--- config.mk ---
export PLATFORM = sky130hd
export DESIGN_NAME = crse_ram
export DESIGN_NICKNAME = d
export VERILOG_FILES = /design/src/hw/rtl/crse_ram.sv
export SDC_FILE = /design/constraint.sdc
export NUM_CORES = 1
export LEC_CHECK = 0
export BUFFER_PORTS_ARGS = -buffer_cell sky130_fd_sc_hd__buf_2
export CAP_MARGIN = 20
export CORE_MARGIN = 5
export CORE_UTILIZATION = 35
export CTS_CLUSTER_DIAMETER = 40
export DETAILED_ROUTE_END_ITERATION = 10
export PLACE_DENSITY_LB_ADDON = 0.25
export SKIP_CTS_REPAIR_TIMING = 1
export SYNTH_ARGS = -nofsm -noshare
export SYNTH_HDL_FRONTEND = slang
export SYNTH_SLANG_ARGS = --single-unit
--- constraint.sdc ---
create_clock -name clk -period 3.6 [get_ports clk]
set_input_delay 0.72 -clock clk [delete_from_list [all_inputs] [get_ports clk]]
set_output_delay 0.72 -clock clk [all_outputs]
set_load 0.005 [all_outputs]
--- src/hw/rtl/crse_ram.sv ---
`default_nettype none
module crse_ram #(
  parameter int WIDTH = 32,
  parameter int DEPTH = 32
) (
  input  logic                     clk,
  input  logic                     we,
  input  logic [$clog2(DEPTH)-1:0] waddr,
  input  logic [WIDTH-1:0]         wdata,
  input  logic [$clog2(DEPTH)-1:0] raddr,
  output logic [WIDTH-1:0]         rdata
);

  logic [WIDTH-1:0] mem [DEPTH];
  logic [WIDTH-1:0] rdata_r;

  always_ff @(posedge clk) begin
    if (we) begin
      mem[waddr] <= wdata;
    end
    rdata_r <= mem[raddr];
  end

  assign rdata = rdata_r;

endmodule
`default_nettype wire

---- Word-level counts from Yosys, hierarchy flattened ----
Memories as Yosys holds them, arrays and structs flattened. A register that Yosys moved wholly into a read port is not among the register bits.
Index checks and enable logic that the tools add are counted.
word-level totals
  register bits after elaboration ......... 0
  RAM bits ................................ 1024
  input port bits ......................... 44
  output and inout port bits .............. 32
  word-level logic and storage cells ...... 3
  memories kept ........................... 1
cells by class
  mux-type cells .......................... 2
memory list
  name  words  width  rd ports  clocked after Yosys merged registers in  wr ports  line  RTL
  mem   32     32     1         1                                        1         14    logic [WIDTH-1:0] mem [DEPTH];
operators with widths
  kind     number
  $mux W1  2

---- Longest topological paths before layout ----
Gate-level depths: netlist of run 1.
  depth in word-level cells ............... 2
  gate-level depth with buffers ........... 8
  gate-level depth less buffers ........... 5

---- Worst setup path after synthesis of run 1 ----
OpenSTA, ideal clock, no wires.
  path kind ............................... input to register
  start point ............................. input waddr[1]
  end point ............................... memory mem[12][0] (enable)
  setup time .............................. 421 ps
  arrival time ............................ 2733 ps
  required time ........................... 3179 ps
  slack ................................... 446 ps
  cell stages on the path ................. 3
  buffers on the path ..................... 1
  path through ............................ or3b_2 -> clkbuf_1 -> nor2_1
RTL lines
  item         line  RTL
  from (decl)  8     input logic [$clog2(DEPTH)-1:0] waddr,
  to (decl)    14
Straight into the memory's write port.

==> results of run 1 <==
==> how the worst max path moves through the flow <==
| stage | to | slack, ns | cells past startpoint | start |
|---|---|---|---|---|
| 2_1_floorplan | mem[12][0] | 0.45 | 3 | waddr[1] |
| 3_3_place_gp | rdata[4] | 0.72 | 7 | raddr[2] |
| 3_5_place_dp | rdata[4] | 0.69 | 7 | raddr[2] |
| 4_1_cts | rdata[16] | 1.33 | 1 | rdata[16] |
| 5_1_grt | rdata[16] | 1.38 | 1 | rdata[16] |
| 6_report | rdata[4] | 1.41 | 7 | raddr[2] |
==> stage by stage <==
stage	hold slack (ns)	area [um^2]	worst slack (ns)
floorplan	0.553	40500	0.446
global placement	0.580	43500	0.715
detailed placement	0.577	43500	0.687
CTS	0.448	48300	1.33
global route	0.489	48300	1.38
finish	0.486	48300	1.41
==> critical path, delay by kind of cell <==
family | cells | cell delay [ns]
AND/OR/NAND/NOR | 3 | 1.06
buffers and inverters | 2 | 0.49
AO/OA/AOI/OAI | 2 | 0.45
==> final cells by class <==
type | instances | area [um^2] | area share [%]
Timing Repair Buffer | 180 | 1640 | 3.39
Clock buffer | 169 | 3740 | 7.74
Clock inverter | 93 | 1030 | 2.12
Sequential cell | 1056 | 31400 | 65.0
Antenna cell | 3 | 7.51 | 0.0155
Tap cell | 1512 | 1890 | 3.92
Multi-Input combinational cell | 1077 | 8610 | 17.8
==> kinds of logic after synthesis <==
logic type             Yosys count  synth area share [%]
AOI/OAI and AO/OA              288                  4.85
muxes                          512                  12.7
and+or+nand+nor                277                  3.10
DFF                           1056                  77.5
buffers and inverters          127                  1.86
==> registers in the layout, summed over array words and instances (netlist names) <==
register  cells
mem        1024
rdata        32
==> cells in the final DEF, fill, tap and decap left out, types with 2 or more instances in the layout <==
cell / n
a21oi_1: 96
a22o_1: 64
a22oi_1: 96
a31oi_1: 32
buf_12: 37
buf_2: 74
buf_4: 68
bufinv_16: 13
clkbuf_1: 22
clkbuf_16: 145
clkbuf_8: 2
clkinv_1: 16
clkinv_2: 18
clkinv_4: 10
clkinv_8: 6
clkinvlp_4: 11
dfxtp_1: 32
diode_2: 3
edfxtp_1: 1024
inv_16: 2
inv_6: 13
inv_8: 3
mux2i_1: 512
nand2_1: 97
nand2b_2: 2
nand3_1: 98
nand3b_1: 5
nor2_4: 33
nor3_1: 32
or3b_2: 3
==> power breakdown <==
part	total (mW)	internal (mW)	switching (mW)
Sequential	13.8	13.7	0.0828
Combinational	1.31	0.441	0.868
Clock	13.9	8.48	5.40
Total	28.9	22.6	6.35
==> per-layer routing <==
layer  wire, um  track usage [%]  vias up
met5         55                0        -
met4       2820             5.44        8
met3       7140             3.96      168
met2      52000             28.7      648
met1      46800             23.8    11087
li1           -                -     9423
==> flow_summary.yaml, run 1 <==
floorplan:
  io_pins: 76
  num_rows: 124
  fp.dieH_um: 350
  die_w_um: 350
  dieArea_mm2: 0.123
  core_mm2: 0.115
  start_util_pct: 35.3
timing:
  finalSetupTns_ns: 0
  fin_crit_ns: 2.19
  finalHoldViolCount: 0
  setup_viol: 0
  slew_violations: 0
  fin_crit_sh_pct: 60.9
  rsz0062_at_grt: "no"
  skew_ns: 0.0305
  fmax_mhz: 456
  slew_headroom_pct: 32.4
  tightest_slew_ns: 1.01
worst_setup_path:
  required_ns: 4.17
  path_cells: "buf_2 > nor2b_4 > buf_12 > a22o_1 > nor3_1 > a31oi_1 > nand3_1"
  reg2regPathDepth: 5
  critPathSlowestCell: "nor2b_4"
  critPathArrivalTime_ns: 2.76
  cp-start-kind: "input pin"
  r2r-end: "rdata[15]"
  crit_fanout: 38
  critPathCaptureType: "register"
  slowest_delay_ns: 0.84
  reg2reg_from: "mem[7][15]"
  r2r_slack_ns: 2.13
  crit_type: "in2reg"
grt:
  grt_pass1_wl_um: 156000
  antenna_found_initial: 13
  grt_pass1_vias: 21903
  grt_max_degree: 79
  grt.overflow.total: 0
  grt.total_usage_pct: 17.6
cts:
  clock_tree.root_cell: "clkbuf_16"
  cts_tree: "yes"
  cts_buffer_depth: 3
  h-tree-depth: 4
  clkTransAtPathRegs_ns: 0.05
  clk_latency_ns: 0.72
  numCtsBuffers: 142
  cts_sinks: 1056
finish:
  final_nets: 2501
  stdcell_count: 4090
  drive_gt1_share_pct: 17.4
  syn_to_final_growth_pct: 19.3
  fill_cells: 10012
  post-route-util_pct: 42.1
min_path:
  hold_depth: 1
  hold_path.startpoint: "wdata[11]"
  hold_path_end: "mem[6][11]"
  worstHoldPathType: "in2reg"
synth:
  ys_seq_area_share_pct: 77.5
  synth_nets: 2304
  synth_common_cells: "1024 x edfxtp_1, 512 x mux2i_1, 98 x nand2_1, 98 x nand3_1"
  yosys_warnings: 0
  synth_area_mm2: 0.0405
  ys_top_cells_by_area: "edfxtp_1 76%, mux2i_1 13%, a22oi_1 1.8%"
  synth.most_common_cell: "edfxtp_1"
  synthDistinctLibCells: 25
  syn_area_per_cell_um2: 17.9
  syn-instance-count: 2260
  synth_edf_count: 1024
  ys.flop_type: "edfxtp_1"
  async_flop_share_pct: 0
  synth.largest_area_cell: "edfxtp_1"
  synth_top_area_share_pct: 76.0
  yosys_register_bits: 1056
route:
  vias: 21334
  drt_iter0_markers: 1766
  drtAntennaViolNets: 0
  wl_um: 109000
  dr.pass1.iters: 5
  wire_per_inst_um: 26.6
  route.detailed.drc: 0
  via_per_inst: 5.22
placed_design:
  dpl.hpwl_um: 61300
  dpl.cell_count: 3825
  gp_congestion: 0.762
  port_buffers: 75
pwr:
  power_mw: 28.9
  p_leak_nw: 16.8
  ir_worst_vdd_uv: 411
  cellPowerDensity_mw_per_mm2: 599
run:
  cap_viol_max_count: 0
run_status:
  status: "complete, no violations"
(Power assumes the default switching activity.)
==> run 2: changes to the inputs <==
==> constraint.sdc (replaced) <==
create_clock -name clk -period 2.1 [get_ports clk]
set_input_delay 0.42 -clock clk [delete_from_list [all_inputs] [get_ports clk]]
set_output_delay 0.42 -clock clk [all_outputs]
set_load 0.005 [all_outputs]
==> flow_summary.yaml, run 2 (synthesized netlist as in run 1, its figures left out) <==
route:
  dr_wl_met2_um: 52200
  via_per_inst: 5.19
  m1WireLength_um: 46800
  drtAntennaViolNets: 0
  wl_met3_um: 5900
  drt_iter0_markers: 1806
  dr.max_layer_used: "met5"
  wire_per_inst_um: 25.9
  route.detailed.drc: 0
  vias: 21512
  wl_um: 107000
  dr.pass1.iters: 5
floorplan:
  io_pins: 76
  core_mm2: 0.115
  fp.dieH_um: 350
  start_util_pct: 35.3
  num_rows: 124
  die_w_um: 350
  dieArea_mm2: 0.123
grt:
  grt_pass1_vias: 21863
  grt.overflow.total: 0
  grt_max_degree: 47
  antenna_found_initial: 9
  grt_pass1_wl_um: 154000
  grt.total_usage_pct: 17.4
cts:
  numCtsBuffers: 138
  cts_buffer_depth: 3
  cts_sinks: 1056
  cts_tree: "yes"
  h-tree-depth: 4
  clk_latency_ns: 0.72
  clock_tree.root_cell: "clkbuf_16"
  clkTransAtPathRegs_ns: 0.06
placed_design:
  dpl.cell_count: 3885
  port_buffers: 75
  gp_congestion: 0.766
  dpl.hpwl_um: 62500
finish:
  final_nets: 2557
  top_register: "mem"
  final_cell_mix: "1024 x edfxtp_1, 512 x mux2i_1, 142 x clkbuf_16, 98 x nand3_1, 97 x nand2_1"
  layout_commonest_cell: "edfxtp_1"
  post-route-util_pct: 43.1
  largest_register_ffs: 1024
  drive_gt1_share_pct: 19.4
  stdcell_count: 4141
  syn_to_final_growth_pct: 22.0
run_status:
  status: "complete, no violations"
worst_setup_path:
  critPathSlowestCell: "dfxtp_1"
  crit_type: "reg2out"
  cp-start-kind: "register"
  critPathArrivalTime_ns: 1.45
  required_ns: 1.68
  slowest_delay_ns: 0.54
  crit_fanout: 2
  reg2reg_from: "mem[0][4]"
  path_cells: "buf_2"
  cp_num_buf_inv: 1
  critPathCaptureType: "output port"
  crit_start: "rdata[15]"
  crit_family: "flip-flops"
timing:
  tightest_slew_ns: 0.667
  fin_crit_ns: 1.87
  skew_ns: 0.0257
  fin_crit_sh_pct: 89.2
  slew_violations: 0
  finalSetupTns_ns: 0
  slew_headroom_pct: 55.6
  rsz0062_at_grt: "no"
  fmax_mhz: 534
  setup_viol: 0
  finalHoldViolCount: 0
  fin_hold_ws_ns: 0.200
min_path:
  worstHoldPathType: "in2reg"
  hold_path.startpoint: "wdata[3]"
pwr:
  ir_worst_vdd_uv: 775
  intPower_mw: 38.8
  comb_power_share_pct: 4.9
  cellPowerDensity_mw_per_mm2: 1000
  p_leak_nw: 17.3
  p_sw_mw: 10.6
  power_frac_clock_pct: 47.4
  pwr-share-seq_pct: 47.7
  p_sw_share_pct: 21.5
run:
  cap_viol_max_count: 0
run 2: cell types whose count changed in the layout (fill, tap and decap cells not counted), sizes merged:
cell | before | now
buf | 180 | 240
clkinv | 51 | 33
clkinvlp | 11 | 18
inv | 18 | 23
clkbuf | 169 | 165
bufinv | 13 | 14
run 2: power by group through the flow:
| stage | clock [mW] | sequential, mW | combinational [mW] |
|---|---|---|---|
| after floorplan | 0 | 24.0 | 1.22 |
| after global placement | 0 | 24.0 | 2.39 |
| after detailed placement | 0 | 24.0 | 2.42 |
| after CTS | 23.9 | 23.6 | 2.43 |
| after global routing | 24.8 | 23.6 | 2.58 |
| final | 23.4 | 23.6 | 2.41 |
run 2: metrics by stage:
stage / area, um^2 / power, mW / setup slack, ns
after floorplan: 40600 / 25.2 / -0.480
after global placement: 44700 / 26.4 / -0.124
after detailed placement: 44700 / 26.5 / -0.187
after CTS: 49400 / 49.9 / 0.143
after global routing: 49400 / 51.0 / 0.183
final: 49400 / 49.4 / 0.226
run 2: worst paths after layout:
kind	endpoint	slack [ns]	cells past startpoint
max	rdata[15]	0.23	1
min	mem[30][3]	0.20	1
max reg2reg	rdata[4]	0.65	5
min reg2reg	rdata[28]	0.59	4
run 2: area by class of cell:
type | count | area, um^2
fillers | 9894 | 65300
flip-flops and latches | 1056 | 31400
multi-input cells | 1077 | 8610
clock buffers | 165 | 3690
repair buffers | 240 | 2810
well taps | 1512 | 1890
clock inverters | 88 | 978
diodes | 3 | 7.51
run 2: routing by layer:
layer / GRT usage [%] / vias up
li1: - / 9548
met1: 23.6 / 11201
met2: 28.8 / 594
met3: 3.35 / 161
met4: 4.64 / 8
met5: 0 / -
