### src/hw/rtl/crse_pkg.sv
`default_nettype none
package crse_pkg;

  // table size; the index and count widths below follow from it
  localparam int MAX_PTS     = 32;
  localparam int CNT_W       = $clog2(MAX_PTS + 1);
  localparam int IDX_W       = $clog2(MAX_PTS);

  // fixed field widths of the request and result
  localparam int CMD_W       = 2;
  localparam int COORD_W     = 16;
  localparam int POINT_W     = 2 * COORD_W;
  localparam int TIDX_W      = 5;
  localparam int FRAC_W      = 16;
  localparam int STATUS_W    = 2;
  localparam int COUNT_NOW_W = 6;

  // index arithmetic width: holds t_index + 3 and the count
  localparam int SUM_W       = ((CNT_W > TIDX_W) ? CNT_W : TIDX_W) + 2;

  // datapath widths
  localparam int FPROD_W     = 2 * FRAC_W;
  localparam int Q_W         = FRAC_W + 4;
  localparam int PRD_W       = COORD_W + Q_W;
  localparam int ACC_W       = PRD_W + 2;
  localparam int OUT_SHIFT   = FRAC_W + 1;
  localparam int Q_TWO       = 2 << FRAC_W;
  localparam int COORD_MAX   = (1 << (COORD_W - 1)) - 1;
  localparam int COORD_MIN   = -(1 << (COORD_W - 1));

  // request queue between front and back, power of two
  localparam int QUEUE_DEPTH = 2;
  localparam int QPTR_W      = $clog2(QUEUE_DEPTH);

  // configuration space
  localparam int CFG_AW        = 3;
  localparam int REG_LOOP_MODE = 0;

  typedef enum logic [CMD_W-1:0] {
    CMD_APPEND = 2'd0,
    CMD_EVAL   = 2'd1,
    CMD_CLEAR  = 2'd2,
    CMD_NONE   = 2'd3
  } cmd_t;

  typedef enum logic [STATUS_W-1:0] {
    ST_OK    = 2'd0,
    ST_FULL  = 2'd1,
    ST_RANGE = 2'd2
  } status_t;

  typedef struct packed {
    logic [CMD_W-1:0]          cmd;
    logic signed [COORD_W-1:0] point_x;
    logic signed [COORD_W-1:0] point_y;
    logic [TIDX_W-1:0]         t_index;
    logic [FRAC_W-1:0]         t_frac;
  } in_item_t;

  typedef struct packed {
    logic signed [COORD_W-1:0] curve_x;
    logic signed [COORD_W-1:0] curve_y;
    logic [STATUS_W-1:0]       status;
    logic [COUNT_NOW_W-1:0]    count_now;
  } out_item_t;

  // classified request as handed from front to back
  typedef struct packed {
    logic                       is_eval;
    logic [STATUS_W-1:0]        status;
    logic [COUNT_NOW_W-1:0]     count_now;
    logic [3:0][IDX_W-1:0]      ix;
    logic [FRAC_W-1:0]          frac;
    logic [FRAC_W-1:0]          tt;
  } job_t;

  typedef struct packed {
    logic               we;
    logic [IDX_W-1:0]   addr;
    logic [POINT_W-1:0] data;
  } ram_wr_t;

endpackage
`default_nettype wire

### src/hw/rtl/crse_back.sv
`default_nettype none
module crse_back (
  input  logic                            clk,
  input  logic                            rst_n,
  input  logic                            q_empty,
  input  crse_pkg::job_t                  q_head,
  output logic                            pop,
  output logic                            idle,
  output logic [crse_pkg::IDX_W-1:0]      raddr,
  input  logic [crse_pkg::POINT_W-1:0]    rdata,
  output logic                            out_valid,
  input  logic                            out_ready,
  output crse_pkg::out_item_t             out_data
);
  import crse_pkg::*;

  typedef enum logic [1:0] {
    S_IDLE,
    S_RUN,
    S_DONE
  } state_t;

  typedef logic signed [Q_W-1:0] coef_t;

  localparam logic [2:0] STEP_TTT  = 3'd0;
  localparam logic [2:0] STEP_COEF = 3'd1;
  localparam logic [2:0] STEP_MAC0 = 3'd2;
  localparam logic [2:0] STEP_LAST = 3'd5;

  state_t                  state_r, state_nxt;
  logic [2:0]              step_r, step_nxt;
  job_t                    job_r, job_nxt;
  logic [FRAC_W-1:0]       ttt_r, ttt_nxt;
  coef_t                   q_r [4];
  coef_t                   q_nxt [4];
  logic signed [ACC_W-1:0] acc_x_r, acc_x_nxt, acc_y_r, acc_y_nxt;
  logic                    out_valid_r, out_valid_nxt;
  out_item_t               out_data_r, out_data_nxt;

  logic                    out_free;
  logic [FPROD_W-1:0]      tf;
  coef_t                   sf, stt, sttt, qs;
  logic signed [COORD_W-1:0] px, py;
  logic signed [PRD_W-1:0] prod_x, prod_y;
  logic signed [ACC_W-1:0] acc_x_base, acc_y_base;

  function automatic logic signed [COORD_W-1:0] sat_coord(
    input logic signed [ACC_W-1:0] v
  );
    logic signed [ACC_W-1:0] s;
    logic signed [ACC_W-1:0] hi;
    logic signed [ACC_W-1:0] lo;
    s  = v >>> OUT_SHIFT;
    hi = ACC_W'(COORD_MAX);
    lo = ACC_W'(COORD_MIN);
    if (s > hi) begin
      return COORD_W'(COORD_MAX);
    end else if (s < lo) begin
      return COORD_W'(COORD_MIN);
    end
    return s[COORD_W-1:0];
  endfunction

  assign out_free  = !out_valid_r || out_ready;
  assign idle      = (state_r == S_IDLE);
  assign out_valid = out_valid_r;
  assign out_data  = out_data_r;

  // points are read one step ahead of their multiply-accumulate
  assign raddr = job_r.ix[2'(step_r - STEP_COEF)];
  assign qs    = q_r[2'(step_r - STEP_MAC0)];
  assign px    = $signed(rdata[COORD_W-1:0]);
  assign py    = $signed(rdata[POINT_W-1:COORD_W]);
  assign prod_x = px * qs;
  assign prod_y = py * qs;
  assign acc_x_base = (step_r == STEP_MAC0) ? '0 : acc_x_r;
  assign acc_y_base = (step_r == STEP_MAC0) ? '0 : acc_y_r;

  assign tf   = FPROD_W'(job_r.tt) * FPROD_W'(job_r.frac);
  assign sf   = $signed(Q_W'(job_r.frac));
  assign stt  = $signed(Q_W'(job_r.tt));
  assign sttt = $signed(Q_W'(ttt_r));

  always_comb begin
    state_nxt     = state_r;
    step_nxt      = step_r;
    job_nxt       = job_r;
    ttt_nxt       = ttt_r;
    q_nxt         = q_r;
    acc_x_nxt     = acc_x_r;
    acc_y_nxt     = acc_y_r;
    out_valid_nxt = out_ready ? 1'b0 : out_valid_r;
    out_data_nxt  = out_data_r;
    pop           = 1'b0;
    case (state_r)
      S_IDLE: begin
        if (!q_empty) begin
          if (q_head.is_eval) begin
            pop       = 1'b1;
            job_nxt   = q_head;
            step_nxt  = STEP_TTT;
            state_nxt = S_RUN;
          end else if (out_free) begin
            pop                    = 1'b1;
            out_valid_nxt          = 1'b1;
            out_data_nxt.curve_x   = '0;
            out_data_nxt.curve_y   = '0;
            out_data_nxt.status    = q_head.status;
            out_data_nxt.count_now = q_head.count_now;
          end
        end
      end
      S_RUN: begin
        if (step_r == STEP_TTT) begin
          ttt_nxt = tf[FPROD_W-1:FRAC_W];
        end else if (step_r == STEP_COEF) begin
          q_nxt[0] = -sttt + (stt <<< 1) - sf;
          q_nxt[1] = (sttt <<< 1) + sttt - (stt <<< 2) - stt + Q_W'(Q_TWO);
          q_nxt[2] = -(sttt <<< 1) - sttt + (stt <<< 2) + sf;
          q_nxt[3] = sttt - stt;
        end else begin
          acc_x_nxt = acc_x_base + ACC_W'(prod_x);
          acc_y_nxt = acc_y_base + ACC_W'(prod_y);
        end
        if (step_r == STEP_LAST) begin
          state_nxt = S_DONE;
        end else begin
          step_nxt = step_r + 1'b1;
        end
      end
      S_DONE: begin
        if (out_free) begin
          out_valid_nxt          = 1'b1;
          out_data_nxt.curve_x   = sat_coord(acc_x_r);
          out_data_nxt.curve_y   = sat_coord(acc_y_r);
          out_data_nxt.status    = job_r.status;
          out_data_nxt.count_now = job_r.count_now;
          state_nxt              = S_IDLE;
        end
      end
      default: begin
        state_nxt = S_IDLE;
      end
    endcase
  end

  always_ff @(posedge clk) begin
    if (!rst_n) begin
      state_r     <= S_IDLE;
      step_r      <= '0;
      out_valid_r <= 1'b0;
    end else begin
      state_r     <= state_nxt;
      step_r      <= step_nxt;
      out_valid_r <= out_valid_nxt;
    end
    job_r      <= job_nxt;
    ttt_r      <= ttt_nxt;
    q_r        <= q_nxt;
    acc_x_r    <= acc_x_nxt;
    acc_y_r    <= acc_y_nxt;
    out_data_r <= out_data_nxt;
  end

endmodule
`default_nettype wire

### config.mk
export PLATFORM = sky130hd
export DESIGN_NAME = crse_back
export DESIGN_NICKNAME = d
export VERILOG_FILES = /design/src/hw/rtl/crse_pkg.sv /design/src/hw/rtl/crse_back.sv
export SDC_FILE = /design/constraint.sdc
export NUM_CORES = 2
export LEC_CHECK = 0
export ABC_AREA = 1
export BUFFER_PORTS_ARGS = -buffer_cell sky130_fd_sc_hd__clkbuf_2
export CAP_MARGIN = 20
export CORE_MARGIN = 1
export CORE_UTILIZATION = 55
export DETAILED_ROUTE_END_ITERATION = 8
export HOLD_SLACK_MARGIN = 0.1
export PLACE_DENSITY = 0.85
export SYNTH_ARGS = -nofsm -noshare
export SYNTH_HDL_FRONTEND = slang
export SYNTH_SLANG_ARGS = --single-unit
### constraint.sdc
create_clock -name clk -period 8.4 [get_ports clk]
set_input_delay 0.42 -clock clk [delete_from_list [all_inputs] [get_ports clk]]
set_output_delay 0.42 -clock clk [all_outputs]
set_load 0.005 [all_outputs]
After elaboration in Yosys (flattened, before gate mapping). Cells that the tools add are included. W data, S select, Z words.

Register bits after elaboration: 278. Input port bits: 97. Logic and storage cells: 121.

Add/subtract/negate cells: 17. $mul: 3. Order comparisons: 6. Equality and inequality tests: 12. Multiplexer cells: 44. Bitwise operators: 4. Reductions and logical operators: 13.

Operator list (number): $mux W40 (4); $mux W16 (6); $pmux W40 S2 (1); $add A38 B36 Y38 (2); $mux W38 (2); $mul A16 B20 Y36 (2); $gt A21 B16 Y1 const B (2); $lt A21 B16 Y1 const B (2); $bmux W20 S2 (1); $mux W20 (2); $sub A20 B17 Y20 (2); $mul A16 B16 Y32 (1); $add A20 B17 Y20 (1); $add A20 B18 Y20 (1); $add A20 B19 Y20 (1); $add A20 B19 Y20 const B (1); $neg A16 Y20 (1); $neg A17 Y20 (1); $sub A19 B17 Y20 (1); $sub A18 B18 Y19 (1); $add A17 B16 Y18 (1); $sub A16 B16 Y17 (1); $mux W1 (16); $ne A2 B2 Y1 const B (6); other kinds (29) (40).

Logic depth before layout (Yosys ltp).
Word-level depth: 8. Depth in mapped cells: 33. Depth with buffers taken out: 31.

Worst setup path before layout. Ideal clock, no wire load.

Kind: reg-to-reg. Start point: reg step_r[0]. End point: reg q_r[10] in the netlist's numbering, enable pin. Data arrival time: 8.331 ns. Path slack: -0.629 ns. Stages on the path, launching flop included: 6. Clock period less this slack: 9.029 ns. Cells stage by stage: dfxtp_1 > inv_2 > buf_2 > buf_1 > ha_1 > nor4_1.

Cells in the longest elaborated chain, start to end: 3. Elaborated cells on any way between the ends: 4.

Ends and longest elaborated chain: start, declared (line crse_back.sv:31) `logic [2:0] step_r, step_nxt;`; start signal, assigned (line crse_back.sv:154) `step_r <= step_nxt;`; $logic_not A3 Y1 (line crse_back.sv:114) `if (step_r == STEP_TTT) begin`; $not A1 Y1 (no source line); $reduce_and A3 Y1 (no source line) *; end signal, assigned (line crse_back.sv:159) `q_r <= q_nxt;`; end, declared (line crse_back.sv:34) `coef_t q_r [4];`.

Every way passes the cells marked *; elsewhere a longest branch is shown, timed or not. A chain may end at the register's enable or synchronous reset.

Worst setup path after layout.
Start point: reg step_r[0]. End point: reg acc_y_r[35], data pin.

Cells in the longest elaborated chain, start to end: 7. Elaborated cells on any way between the ends: 9.

Ends and longest elaborated chain: $sub A2 B2 Y2 (line crse_back.sv:71) `assign qs = q_r[2'(step_r - STEP_MAC0)];`; $not A2 Y3 (not written as such) (line crse_back.sv:71); $bmux W20 S2 (line crse_back.sv:71); $mux W20 (not written as such) (2 in series) (line crse_back.sv:71); $mul A16 B20 Y36 (line crse_back.sv:75) `assign prod_y = py * qs;`; $add A38 B36 Y38 * (line crse_back.sv:123) `acc_y_nxt = acc_y_base + ACC_W'(prod_y);`; end signal, assigned (line crse_back.sv:161) `acc_y_r <= acc_y_nxt;`; end, declared (line crse_back.sv:36) `logic signed [ACC_W-1:0] acc_x_r, acc_x_nxt, acc_y_r, acc_y_nxt;`.

Every way passes the cells marked *; elsewhere a longest branch is shown, timed or not. The select of a mux whose other input is x is not followed.

==> metrics.txt <==
Yosys cell types 49; drc violations 0; Post-Synthesis Net Count 7852; main combinational cell family by area after synthesis adder cells; gr ovfl total 0; fin crit share between 90 and 100%; worst endpoint required time between 8 and 9 ns; non-filler cells, final 7754; ANT cells 0; max frequency 0.1320 GHz; clk root buf clkbuf_16; number of synthesized register bits 274; sequential area share after synthesis 15.53%; DR pass1 iterations 8; XOR/XNOR Fraction of Synth Area 1.898%; Max FO, Critical Path 49; Synth top area share 36.99%; Setup crit end kind flop; Critical Path AT 7.92 ns; largest net degree at the start of global routing 77; CTS Sinks 274; P&R area growth vs syn 6.960%; synthesized area ~53000 sq um; nets 7962; area leader, netlist fa_1; depth of the CTS H-tree 2; reg2reg start step_r[0]; Routed WL around 150 mm; critical path launch point step_r[0]; Simple-Gate Fraction of Synth Area 17.69%; min-delay src out_ready; Post-Synthesis Cells 6352; Die Y 311.3 um; CTS tree done; busiest grt layer met2; status finished clean; vias in the first global route 45710; Post-Synth Adder-Cell Area between 40% and 50%; top post-synthesis cells by area fa_1 37%, edfxtp_1 15%, inv_1 11%; initial antenna violation count 0; ANT nets after route 0; dpl hpwl 120.3 mm; filler instances 8038; Initial DRC Count 4151; hold crit path type input pin to flop; Yosys warning count 0; Starting Density 55.45%; RSZ-0062 raised after global routing no; GRT met1 Usage 38.67%; GRT Util Overall 31.87%; worst slew pin tran 1.158 ns; post-DR vias/cell 5.510; Port Buffer Count about 140; met3 usage 6.449%; Final Skew 0.03978 ns; total core area 94870 sq um; row count 113; post-synthesis average cell area 8.281 sq um; Worst-path clk slew 0.06 ns; fin crit period approximately 7.6 ns; vias ~43000; DIE AREA 96880 sq um; layout cells sized above 1 approximately 5.3%; post-layout util 59.31%; Final Hold Fails 0; first-pass GRT wire length 239.9 mm; Crit Path Class flop to flop; # Max-Cap Violations 0; fin. max-slew vios 0; Critical Path Source Type flop; chip width 311.3 um; placed cell count between 7000 and 8000; Fin Setup TNS 0 ns; relative slew slack 22.78%; compound-cell area share of the yosys netlist under 10%; setup violators final 0; Final GP Congestion 1.013; CTS Buf Count 36; wire length per cell 19.48 um; IO Pins 145; CTS Buffer Depth 3; mux cell area share after synthesis 0%; worst skew pair latency ~0.61 ns; M2 GR Usage 53.22%
-- state kept, by name, summed over array words and instances, names as in the netlist --
signal	flops
acc_x_r	38
acc_y_r	38
job_r	60
out_data	40
out_valid	1
q_r	76
state_r	2
step_r	3
ttt_r	16
-- worst paths after layout --
kind	cells after the start	to	slack, ns
worst min-delay path	4	state_r[1]	0.17
worst max register to register	23	acc_y_r[35]	0.82
worst min register to register	2	out_data[7]	0.52
worst max-delay path	23	acc_y_r[35]	0.82
-- repair_timing --
item                                   4_1_cts  5_1_grt
setup buffers                                0        0
hold buffers                                62        0
resized for setup                            0        0
endpoints found under the hold margin       69        0
-- final cells by class --
class / instances / area, sq um / area share, %
clock buffer: 42 / 933.4 / 1.659
clock inverter: 23 / 249.0 / 0.4425
inverter: 1639 / 6152 / 10.93
multi-input combinational: 4263 / 37500 / 66.65
sequential: 274 / 8168 / 14.52
tap: 1265 / 1583 / 2.813
timing repair buffer: 248 / 1680 / 2.987
-- cells by family after synthesis --
kind of cell,after synthesis
and+or+nand+nor,2324
buffers and inverters,1815
adders and majority gates,1403
AOI/OAI and AO/OA,422
DFF,274
xor gates and xnor gates,114
-- synthesized netlist by cell type (all sizes together) --
| master | count |
|---|---|
| nand2b | 3 |
| o31ai | 2 |
| a211oi | 2 |
| a21oi | 231 |
| xor2 | 85 |
| fa | 972 |
| nand2 | 1404 |
| and3 | 2 |
| edfxtp | 268 |
| o21ai | 133 |
| nand3b | 6 |
| o211ai | 3 |
| inv | 1625 |
| o22ai | 5 |
| or2 | 4 |
| nor2 | 644 |
| buf | 74 |
| nand3 | 198 |
| and2 | 3 |
| a31oi | 8 |
| nand4 | 25 |
| a21boi | 7 |
| xnor2 | 29 |
| dfxtp | 6 |
| clkbuf | 102 |
| ha | 431 |
| a21o | 11 |
| nor4 | 8 |
| o21bai | 16 |
| o21a | 4 |
| clkinv | 14 |
| nor3 | 27 |
-- per-stage QoR --
stage	hold WS [ns]	setup slack (ns)	area [sq um]
2_1_floorplan	0.4909	2.402	52610
3_3_place_gp	0.5024	1.081	54420
3_5_place_dp	0.5132	0.9484	54430
4_1_cts	0.1376	0.9138	56240
5_1_grt	0.2130	0.3534	56260
6_report	0.1730	0.8228	56260
-- worst max-delay path, stage by stage (launching register included) --
cell     delay (ns)
dfxtp_1        0.34
buf_4          0.44
nand2_1        0.09
nand3_1        0.15
nand2_1        0.52
inv_1          0.46
nand2_1        0.21
fa_1           0.57
inv_1          0.06
fa_1           0.75
inv_1          0.20
fa_1           0.53
fa_1           0.59
fa_1           0.43
fa_1           0.50
inv_1          0.05
ha_1           0.38
nand2_1        0.15
nor2_1         0.17
inv_1          0.10
nor4_1         0.23
nand2_1        0.14
nand3_1        0.11
nand2_1        0.09
-- metal layers --
metal  vias up  wire length [um]
met5         -                 0
met4         0              9431
met3       620             14210
met2      2298             72210
met1     20790             55220
li1      19010                 -
-- cells in the final DEF, fill, tap and decap left out, types with 25 or more instances in the layout --
master,count
a21oi_1,225
buf_4,40
clkbuf_16,36
clkbuf_2,144
dlygate4sd3_1,62
edfxtp_1,268
fa_1,972
ha_1,431
inv_1,1602
nand2_1,1372
nand2_2,31
nand3_1,193
nand4_1,25
nor2_1,628
o21ai_0,113
xnor2_1,29
xor2_1,85
Power is left out: the tool's default activity adds up to more than one toggle a clock period on the data nets, which glitch-free logic cannot reach.
