### src/hw/rtl/crse_pkg.sv
`default_nettype none
package crse_pkg;

  // table size; the index and count widths below follow from it
  localparam int MAX_PTS     = 32;
  localparam int CNT_W       = $clog2(MAX_PTS + 1);
  localparam int IDX_W       = $clog2(MAX_PTS);

  // fixed field widths of the request and result
  localparam int CMD_W       = 2;
  localparam int COORD_W     = 16;
  localparam int POINT_W     = 2 * COORD_W;
  localparam int TIDX_W      = 5;
  localparam int FRAC_W      = 16;
  localparam int STATUS_W    = 2;
  localparam int COUNT_NOW_W = 6;

  // index arithmetic width: holds t_index + 3 and the count
  localparam int SUM_W       = ((CNT_W > TIDX_W) ? CNT_W : TIDX_W) + 2;

  // datapath widths
  localparam int FPROD_W     = 2 * FRAC_W;
  localparam int Q_W         = FRAC_W + 4;
  localparam int PRD_W       = COORD_W + Q_W;
  localparam int ACC_W       = PRD_W + 2;
  localparam int OUT_SHIFT   = FRAC_W + 1;
  localparam int Q_TWO       = 2 << FRAC_W;
  localparam int COORD_MAX   = (1 << (COORD_W - 1)) - 1;
  localparam int COORD_MIN   = -(1 << (COORD_W - 1));

  // request queue between front and back, power of two
  localparam int QUEUE_DEPTH = 2;
  localparam int QPTR_W      = $clog2(QUEUE_DEPTH);

  // configuration space
  localparam int CFG_AW        = 3;
  localparam int REG_LOOP_MODE = 0;

  typedef enum logic [CMD_W-1:0] {
    CMD_APPEND = 2'd0,
    CMD_EVAL   = 2'd1,
    CMD_CLEAR  = 2'd2,
    CMD_NONE   = 2'd3
  } cmd_t;

  typedef enum logic [STATUS_W-1:0] {
    ST_OK    = 2'd0,
    ST_FULL  = 2'd1,
    ST_RANGE = 2'd2
  } status_t;

  typedef struct packed {
    logic [CMD_W-1:0]          cmd;
    logic signed [COORD_W-1:0] point_x;
    logic signed [COORD_W-1:0] point_y;
    logic [TIDX_W-1:0]         t_index;
    logic [FRAC_W-1:0]         t_frac;
  } in_item_t;

  typedef struct packed {
    logic signed [COORD_W-1:0] curve_x;
    logic signed [COORD_W-1:0] curve_y;
    logic [STATUS_W-1:0]       status;
    logic [COUNT_NOW_W-1:0]    count_now;
  } out_item_t;

  // classified request as handed from front to back
  typedef struct packed {
    logic                       is_eval;
    logic [STATUS_W-1:0]        status;
    logic [COUNT_NOW_W-1:0]     count_now;
    logic [3:0][IDX_W-1:0]      ix;
    logic [FRAC_W-1:0]          frac;
    logic [FRAC_W-1:0]          tt;
  } job_t;

  typedef struct packed {
    logic               we;
    logic [IDX_W-1:0]   addr;
    logic [POINT_W-1:0] data;
  } ram_wr_t;

endpackage
`default_nettype wire

### src/hw/rtl/crse_front.sv
`default_nettype none
module crse_front (
  input  logic               clk,
  input  logic               rst_n,
  input  logic               in_valid,
  output logic               in_ready,
  input  crse_pkg::in_item_t in_data,
  input  logic               cfg_we,
  input  logic               cfg_loop,
  output logic               loop_mode,
  input  logic               q_full,
  input  logic               drained,
  output logic               push,
  output crse_pkg::job_t     job,
  output crse_pkg::ram_wr_t  ram_wr
);
  import crse_pkg::*;

  logic [CNT_W-1:0]   count_r, count_nxt;
  logic               loop_r, loop_nxt;
  logic               accept;
  logic               room;
  logic               ok;
  logic [SUM_W-1:0]   n_w, idx_w;
  logic [SUM_W-1:0]   i1p, i2, i2p, i3, i0;
  logic [3:0][IDX_W-1:0] ix_w;
  logic [FPROD_W-1:0] ff;

  // a clear waits until the back end has finished reading the table
  assign in_ready  = !q_full && !((in_data.cmd == CMD_CLEAR) && !drained);
  assign accept    = in_valid && in_ready;
  assign push      = accept;
  assign loop_mode = loop_r;
  assign room      = (count_r < CNT_W'(MAX_PTS));

  // neighbor indices, wrapped for a closed curve
  always_comb begin
    n_w   = SUM_W'(count_r);
    idx_w = SUM_W'(in_data.t_index);
    i1p   = idx_w + 1'b1;
    i2    = (i1p == n_w) ? '0 : i1p;
    i2p   = i2 + 1'b1;
    i3    = (i2p == n_w) ? '0 : i2p;
    i0    = (idx_w == '0) ? n_w - 1'b1 : idx_w - 1'b1;
    if (loop_r) begin
      ok       = (n_w != '0) && (idx_w < n_w);
      ix_w[0] = IDX_W'(i0);
      ix_w[1] = IDX_W'(idx_w);
      ix_w[2] = IDX_W'(i2);
      ix_w[3] = IDX_W'(i3);
    end else begin
      ok       = (idx_w + SUM_W'(3)) < n_w;
      ix_w[0] = IDX_W'(idx_w);
      ix_w[1] = IDX_W'(idx_w + SUM_W'(1));
      ix_w[2] = IDX_W'(idx_w + SUM_W'(2));
      ix_w[3] = IDX_W'(idx_w + SUM_W'(3));
    end
  end

  assign ff = FPROD_W'(in_data.t_frac) * FPROD_W'(in_data.t_frac);

  always_comb begin
    count_nxt   = count_r;
    loop_nxt    = loop_r;
    job.status  = ST_OK;
    ram_wr.we   = 1'b0;
    ram_wr.addr = count_r[IDX_W-1:0];
    ram_wr.data = {in_data.point_y, in_data.point_x};
    if (cfg_we) begin
      loop_nxt = cfg_loop;
    end
    if (accept) begin
      case (cmd_t'(in_data.cmd))
        CMD_APPEND: begin
          if (room) begin
            ram_wr.we = 1'b1;
            count_nxt = count_r + 1'b1;
          end else begin
            job.status = ST_FULL;
          end
        end
        CMD_CLEAR: begin
          count_nxt = '0;
          loop_nxt  = 1'b0;
        end
        CMD_EVAL: begin
          if (!ok) begin
            job.status = ST_RANGE;
          end
        end
        default: begin
        end
      endcase
    end
    job.is_eval   = (in_data.cmd == CMD_EVAL) && ok;
    job.count_now = COUNT_NOW_W'(count_nxt);
    job.ix        = ix_w;
    job.frac      = in_data.t_frac;
    job.tt        = ff[FPROD_W-1:FRAC_W];
  end

  always_ff @(posedge clk) begin
    if (!rst_n) begin
      count_r <= '0;
      loop_r  <= 1'b0;
    end else begin
      count_r <= count_nxt;
      loop_r  <= loop_nxt;
    end
  end

endmodule
`default_nettype wire

### config.mk
export PLATFORM = sky130hd
export DESIGN_NAME = crse_front
export DESIGN_NICKNAME = d
export VERILOG_FILES = /design/src/hw/rtl/crse_pkg.sv /design/src/hw/rtl/crse_front.sv
export SDC_FILE = /design/constraint.sdc
export NUM_CORES = 1
export LEC_CHECK = 0
export BUFFER_PORTS_ARGS = -buffer_cell sky130_fd_sc_hd__buf_2
export CORE_MARGIN = 2
export CORE_UTILIZATION = 60
export CTS_BUF_LIST = sky130_fd_sc_hd__clkbuf_4 sky130_fd_sc_hd__clkbuf_8
export DETAILED_ROUTE_END_ITERATION = 16
export PLACE_DENSITY = 0.86
export SYNTH_ARGS = -nofsm -noshare
export SYNTH_HDL_FRONTEND = slang
export SYNTH_SLANG_ARGS = --single-unit
### constraint.sdc
create_clock -name clk -period 7.35 [get_ports clk]
set_input_delay 0.735 -clock clk [delete_from_list [all_inputs] [get_ports clk]]
set_output_delay 0.735 -clock clk [all_outputs]
set_load 0.02 [all_outputs]
; ---- Yosys cells after proc, flatten, opt, wreduce, memory -nomap -nowiden
; Cells that the tools add are included.
[totals]
ff_bits = 7
in_bits = 62
word_cells = 46
[op_classes]
n_addsub = 7
n_mul = 1
magnitude_cmp = 3
eq_ne = 4
n_mux = 18
reduce_logical = 11
[op_table]
columns = cell, n
row1 = multiplier 16 x 16 -> 32 bit, 1
row2 = two-way mux 20 bit, 1
row3 = two-way mux 6 bit, 2
row4 = one-hot mux 6 bit (2 select lines), 1
row5 = two-way mux 5 bit, 2
row6 = "subtractor 5 x 1 -> 5 bit, second input constant", 2
row7 = "adder 8 x 1 -> 8 bit, second input constant", 1
row8 = equality test 8 x 6 -> 1 bit, 1
row9 = two-way mux 1 bit, 8
row10 = two-way mux 8 bit, 1
row11 = "adder 5 x 1 -> 6 bit, second input constant", 1
row12 = "adder 5 x 2 -> 6 bit, second input constant", 1
row13 = "adder 6 x 1 -> 6 bit, second input constant", 1
row14 = equality test 6 bit, 1
row15 = less-than comparator 5 x 6 -> 1 bit, 1
row16 = less-than comparator 6 bit, 1
row17 = "less-than comparator 6 bit, second input constant", 1
row18 = nonzero test 6 bit, 1
row19 = "adder 5 x 2 -> 5 bit, second input constant", 1
row20 = logical AND 1 bit, 5
row21 = zero test 5 bit, 1
row22 = two-way mux 2 bit, 2
row23 = one-hot mux 2 bit (2 select lines), 1
row24 = zero test 1 bit, 3
row25 = 3 further kinds, 3

; ---- Logic depth before layout (Yosys ltp)
; Gate-level depths: netlist of run 1.
[logic_depth]
ltp_word = 7
ltp_mapped = 24
ltp_nobuf = 23

; ---- Worst setup path after synthesis of run 1
; Ideal clock, no wire load.
[synth_timing]
kind = input to output
from = input in_data[1] (netlist bit)
to = output job[15] (netlist bit)
arrival_time_ns = 6.306
required_ns = 6.615
path_slack_ns = 0.309
cell_stages = 21
cell_sequence = clkbuf_1 -> clkbuf_1 -> nand2_1 -> fa_1 -> fa_1 -> inv_1 -> fa_1 -> fa_1 -> fa_1 -> inv_1 -> fa_1 -> inv_1 -> ha_1 -> nand4_1 -> nor2_1 -> nand2_1 -> o21ai_2 -> a31oi_4 -> o31ai_4 -> a221oi_2 -> xnor2_1
[synth_lines]
columns = element, line_no
row1 = "start, declared", crse_front.sv:7  ; input crse_pkg::in_item_t in_data,
row2 = "end, declared", crse_front.sv:14  ; output crse_pkg::job_t job,

==> results of run 1 <==
layout make-up:
cell class	count	area, sq um	share of cell area
Timing Repair Buffer	122	698	0.0743
Sequential cell	7	140	0.0149
Multi-Input combinational cell	708	7310	0.778
Tap cell	184	230	0.0245
Clock buffer	4	48.8	0.00519
Inverter	257	965	0.103
metal layers:
metal  GRT usage  share of wire
met3      0.0161          0.048
met4      0.0905          0.036
met2       0.471           0.53
met5           0              0
met1       0.325           0.39
sequential cells by signal, indices dropped and copies added, names as in the netlist:
| name | count |
|---|---|
| loop_mode | 1 |
| count_r | 6 |
what timing repair did:
action	in CTS	in global routing
cloned	0	0
endpoints found under the hold margin	0	0
pin swaps	1	8
endpoints found under the setup margin	2	10
buffers inserted	0	3
gates resized for setup	5	21
worst reg2reg max path: stages, from the launching register on:
cell and delay [ns]:
dfxtp_1 0.56, inv_1 0.21, nor4_1 0.52, nand2_1 0.13, xnor2_1 0.16, nor2_1 0.05
cell families after synthesis:
| logic type | Yosys count |
|---|---|
| flip-flops | 7 |
| multiplexers | 7 |
| AND/OR/NAND/NOR | 264 |
| AO/OA/AOI/OAI | 109 |
| buffers and inverters | 346 |
| adder cells (fa/ha/maj) | 281 |
| XOR/XNOR | 47 |
worst min-delay path by stage:
stage | start | to | slack [ns] | cells after the start
3_3_place_gp | count_r[3] | count_r[3] | 0.69 | 2
3_5_place_dp | count_r[3] | count_r[3] | 0.70 | 2
5_1_grt | rst_n | count_r[1] | 0.78 | 2
6_report | count_r[3] | count_r[3] | 0.71 | 2
2_1_floorplan | count_r[3] | count_r[3] | 0.61 | 2
4_1_cts | count_r[3] | count_r[3] | 0.71 | 2
cell usage in the layout, fill, tap and decap left out, types with 6 or more instances in the layout:
cell type | netlist | final
nand2_1 | 101 | 101
nand3_1 | 11 | 11
nor2_1 | 62 | 59
xnor2_1 | 27 | 27
a21o_1 | 9 | 9
buf_2 | 4 | 92
and2_1 | 45 | 43
ha_1 | 120 | 118
a21oi_1 | 34 | 30
dfxtp_1 | 7 | 7
nor3_1 | 8 | 7
inv_1 | 257 | 257
nor2b_1 | 7 | 7
nand4_1 | 6 | 6
fa_1 | 161 | 161
xor2_1 | 20 | 20
o21ai_0 | 23 | 21
buf_4 | 59 | 26
metrics by stage:
stage          cells  utilization
6_report        1282        0.646
5_1_grt         1282        0.646
3_5_place_dp    1275        0.634
4_1_cts         1279        0.639
3_3_place_gp    1275        0.634
2_1_floorplan   1061            -
==> run summary, run 1 <==
Status: finished, violations left
Failing checks: design-rule violations
Reg2Reg Depth: 5
Hold-fix buffers at CTS: 0
Cells after Synth: 1061
Worst-case clock buffer depth: 2
Reg2reg start: count_r[2]
Post-synth top area share: 0.362
Critical Path Start Type: primary input
Final Hold Vio Count: 0
Synthesized flop and latch total: 7
Cell taking the most area after synthesis: fa_1
Worst reg2reg endpoint: count_r[4]
Largest net degree at the start of global routing: 22
Critical Path Sink Type: output pin
Syn Nets: 1404
Post-layout minimum cycle time: 7.22 ns
Grt ovf: 0
Crit Path Max Fanout: 15
Synth Flop Type: dfxtp_1
Fin. max-slew vios: 0
Hold Path Class: register to register
Drt initial violations: 495
Clock sink count: 7
Most frequent CP cell: fa_1
DRT Pass-1 Iters: 11
Initial Utilization: 0.613
Synth Area per Inst: 8.40 sq um
Layout Nets: 1442
Crit path capture: job[15]
Cell Area, Placed: 0.00921 sq mm
Setup_tns: 0 ns
Post-synth top cells: inv_1 (257), fa_1 (161), ha_1 (120), nand2_1 (101), nor2_1 (62)
Worst slew pin tran: 0.710 ns
Vias per cell: 5.51
Largest stage delay on the critical path: 0.54 ns
Share of cells above drive strength 1: 0.147
Die Area: 0.0158 sq mm
CP cell instances: clkbuf_4, and2_1, fa_1, inv_1, fa_1, inv_1, fa_1, inv_1, fa_1, inv_1, fa_1, fa_1, ha_1, a21oi_2, o21ai_2, a22oi_2, o21ai_4, buf_12, a31oi_4, o31ai_4, a221oi_2, xnor2_1, buf_4
Clock slew at reported path FFs: 0.04 ns
PortBufs: 99
Final Setup Violations: 0
Clock Latency Late Sink: 0.23 ns
Worst EP required: 6.61 ns
Mapped Area: 0.00891 sq mm
Crit path buffers/inverters: 7
Max-cap violation count: 0
Site Rows: 44
I/O pins: 164
Antenna violations before repair: 0
Post-synthesis sequential area ratio: 0.0157
Post-DP HPWL: 17.4 mm
Die Wd: 126 um
Total number of vias: 7064
TritonCTS buffer count: 3
Top area cells in the synthesized netlist: fa_1 (36%), ha_1 (17%), inv_1 (11%)
WP data arrival: 6.48 ns
Post-Synth Simple-Gate Area: 0.140
CP Class: primary input to output pin
Global-route wire length before repair: 34.0 mm
Wire per inst: 16.0 um
CP top delay family: adder cells
Crit. Startpoint: in_data[10]
Core box area: 0.0145 sq mm
PnR worst setup slack: 0.135 ns
Tot GR Track Use: 0.258
# H-tree levels: 1
CTS tree: built
Final GP Congestion: 0.908
Post-synthesis compound-gate area fraction: 0.0868
Async set or reset register ratio after synthesis: 0
Synth Warn #: 0
EDFF count, synth: 0
Slowest cell on the critical path: fa_1
Total wire length: 20.5 mm
Area share of fa/ha/maj cells after synthesis: 0.530
Main combinational cell family by area after synthesis: adder cells
Peak Freq: 0.139 GHz
Cell depth of the worst setup path: 23
XOR/XNOR share of the synthesized area: 0.0462
Layout Skew: 0.00417 ns
Cell with the most instances after synthesis: inv_1
Final-layout fill cell count: 1187
Hold_ws: 0.715 ns
Mux cell area share after synthesis: 0.00828
Final Cycle Share: 0.982
Post-route antenna net violation count: 0
Root buf cell: clkbuf_8
R2R setup slack: 5.61 ns
Pre-CTS setup slack: -0.0246 ns
DRC: 1
Die height: 126 um
Finished Cell Area: 0.00940 sq mm
Vias in the first global route: 7409
Post-synthesis cell type count: 64
Area delta synth->final: 5.43%
N_diodes: 0
Slew margin rel.: 0.526
Power of run 1 is not shown: default switching activity piles up to over one toggle a cycle in this logic, so the estimate is an artifact.
==> run 2, diff against run 1 <==
--- a/config.mk
+++ b/config.mk
@@ -6,7 +6,6 @@
 export NUM_CORES = 1
 export LEC_CHECK = 0
 export BUFFER_PORTS_ARGS = -buffer_cell sky130_fd_sc_hd__buf_2
-export CORE_MARGIN = 2
 export CORE_UTILIZATION = 60
 export CTS_BUF_LIST = sky130_fd_sc_hd__clkbuf_4 sky130_fd_sc_hd__clkbuf_8
 export DETAILED_ROUTE_END_ITERATION = 16
==> run 2 against run 1 <==
  * The flow now finishes without violations
  * Non-clock buffer count is 4 lower
  * Design area hardly changed
  * Via count is 1.7% lower
  * Count of clock-buffer cells in the layout stayed put
  * Largest cell class unchanged
  * Register-to-register slack worse by 0.02 ns
  * Critical path depth is 1 lower
  * Global-route usage is 0.52 points lower
  * Utilization is 0.052 points higher
  * Worst setup slack better by 0.071 ns
  * First-iteration DRC count is 2.0% higher
==> run summary, run 2 (synthesis results as in run 1) <==
Most frequent CP cell: fa_1
Final Core Density: 0.647
Final-layout fill cell count: 1147
Hold Path Class: register to register
Final Hold Vio Count: 0
I/O pins: 164
Pre-CTS setup slack: -0.0230 ns
Layout Skew: 0.00340 ns
Hold depth: 2
Hold_ws: 0.717 ns
Post-DP HPWL: 16.5 mm
# H-tree levels: 1
Critical Path Start Type: primary input
Worst slew pin tran: 0.721 ns
Grt ovf: 0
Crit Path Max Fanout: 10
CP cell instances: buf_4, buf_4, and2_2, ha_1, or2_2, fa_1, fa_1, fa_1, fa_1, inv_1, fa_1, inv_1, ha_1, nand4_1, nor2_2, nand2_2, o21ai_4, a31oi_4, o31ai_4, a221oi_2, xnor2_1, buf_4
DRC: 0
Antenna violations before repair: 0
Peak Freq: 0.140 GHz
DRT Pass-1 Iters: 7
Worst-case clock buffer depth: 2
Crit path buffers/inverters: 5
Critical Path Sink Type: output pin
Wire per inst: 15.1 um
Clock sink count: 7
Core box area: 0.0145 sq mm
Reg2reg start: count_r[2]
Clock Latency Late Sink: 0.23 ns
Top reg by flops: count_r
Drt initial violations: 505
Final Cycle Share: 0.972
CP top delay family: adder cells
Vias per cell: 5.43
Slew margin rel.: 0.519
Layout Nets: 1438
Fin. max-slew vios: 0
Root buf cell: clkbuf_8
Worst EP required: 6.61 ns
Post-layout minimum cycle time: 7.14 ns
Commonest cells after routing, fill and taps aside: inv_1 (257), fa_1 (161), ha_1 (116), nand2_1 (99), buf_2 (89)
Register area: 140 sq um
Max reg flops: 6
Largest stage delay on the critical path: 0.57 ns
Initial Utilization: 0.613
Max-cap violation count: 0
Largest net degree at the start of global routing: 22
Area delta synth->final: 5.52%
Status: finished, final reports clean
Most common cell after layout, fill and taps aside: inv_1
Fin cells: 1278
Vias in the first global route: 6791
Hold-fix buffers at CTS: 0
Post-route antenna net violation count: 0
Dpl cells: 1271
TritonCTS buffer count: 3
Total number of vias: 6945
Final GP Congestion: 0.902
R2R setup slack: 5.59 ns
Global-route wire length before repair: 30.9 mm
Clock slew at reported path FFs: 0.04 ns
Worst reg2reg endpoint: count_r[4]
Reg2Reg Depth: 5
Site Rows: 44
Multi-input gate area: 0.00735 sq mm
Final Setup Violations: 0
CP Class: primary input to output pin
Die Area: 0.0153 sq mm
WP data arrival: 6.41 ns
Total wire length: 19.2 mm
Die Wd: 124 um
PnR worst setup slack: 0.206 ns
Die height: 124 um
Hold_sp: count_r[3]
Worst hold endpoint: count_r[3]
CTS tree: built
Share of cells above drive strength 1: 0.148
Tot GR Track Use: 0.253
Slowest cell on the critical path: fa_1
PortBufs: 99
N_diodes: 0
==> run 2: area by class of cell <==
type,instances,area share
clock buffer,4,0.00519
inverter,257,0.103
sequential,7,0.0149
multi-input combinational,708,0.782
tap,184,0.0245
timing repair buffer,118,0.0713
==> run 2: worst register-to-register path, cell delays in order (launching register included) <==
cell	delay, ns
dfxtp_1	0.56
inv_1	0.21
nor4_1	0.54
nand2_1	0.14
xnor2_1	0.16
nor2_1	0.05
==> run 2: per-stage QoR <==
stage / TNS, ns / area [sq um]
2_1_floorplan: 0 / 8910
3_3_place_gp: 0 / 9180
3_5_place_dp: -0.0454 / 9180
4_1_cts: 0 / 9230
5_1_grt: -0.0950 / 9400
6_report: 0 / 9400
==> run 2: repair_timing <==
item                       4_1_cts  5_1_grt
pin swaps                        0       11
setup buffers                    0        3
resized for setup                1       38
setup endpoints to repair        2       11
gates cloned                     0        0
==> run 2: worst max path at each step <==
stage	startpoint	to	cells after the start
after floorplan	in_data[1]	job[15]	21
after global placement	in_data[3]	job[15]	23
after detailed placement	in_data[3]	job[8]	23
after CTS	in_data[5]	job[15]	24
after global routing	in_data[8]	job[15]	23
final	in_data[9]	job[15]	22
==> run 2: metal layers <==
metal,global-route usage,up-vias,share of wire
li1,-,3261,-
met1,0.333,3464,0.42
met2,0.456,190,0.53
met3,0.0234,30,0.044
met4,0.0414,0,0.013
met5,0,-,0
Power of run 2 is left out for the same reason.
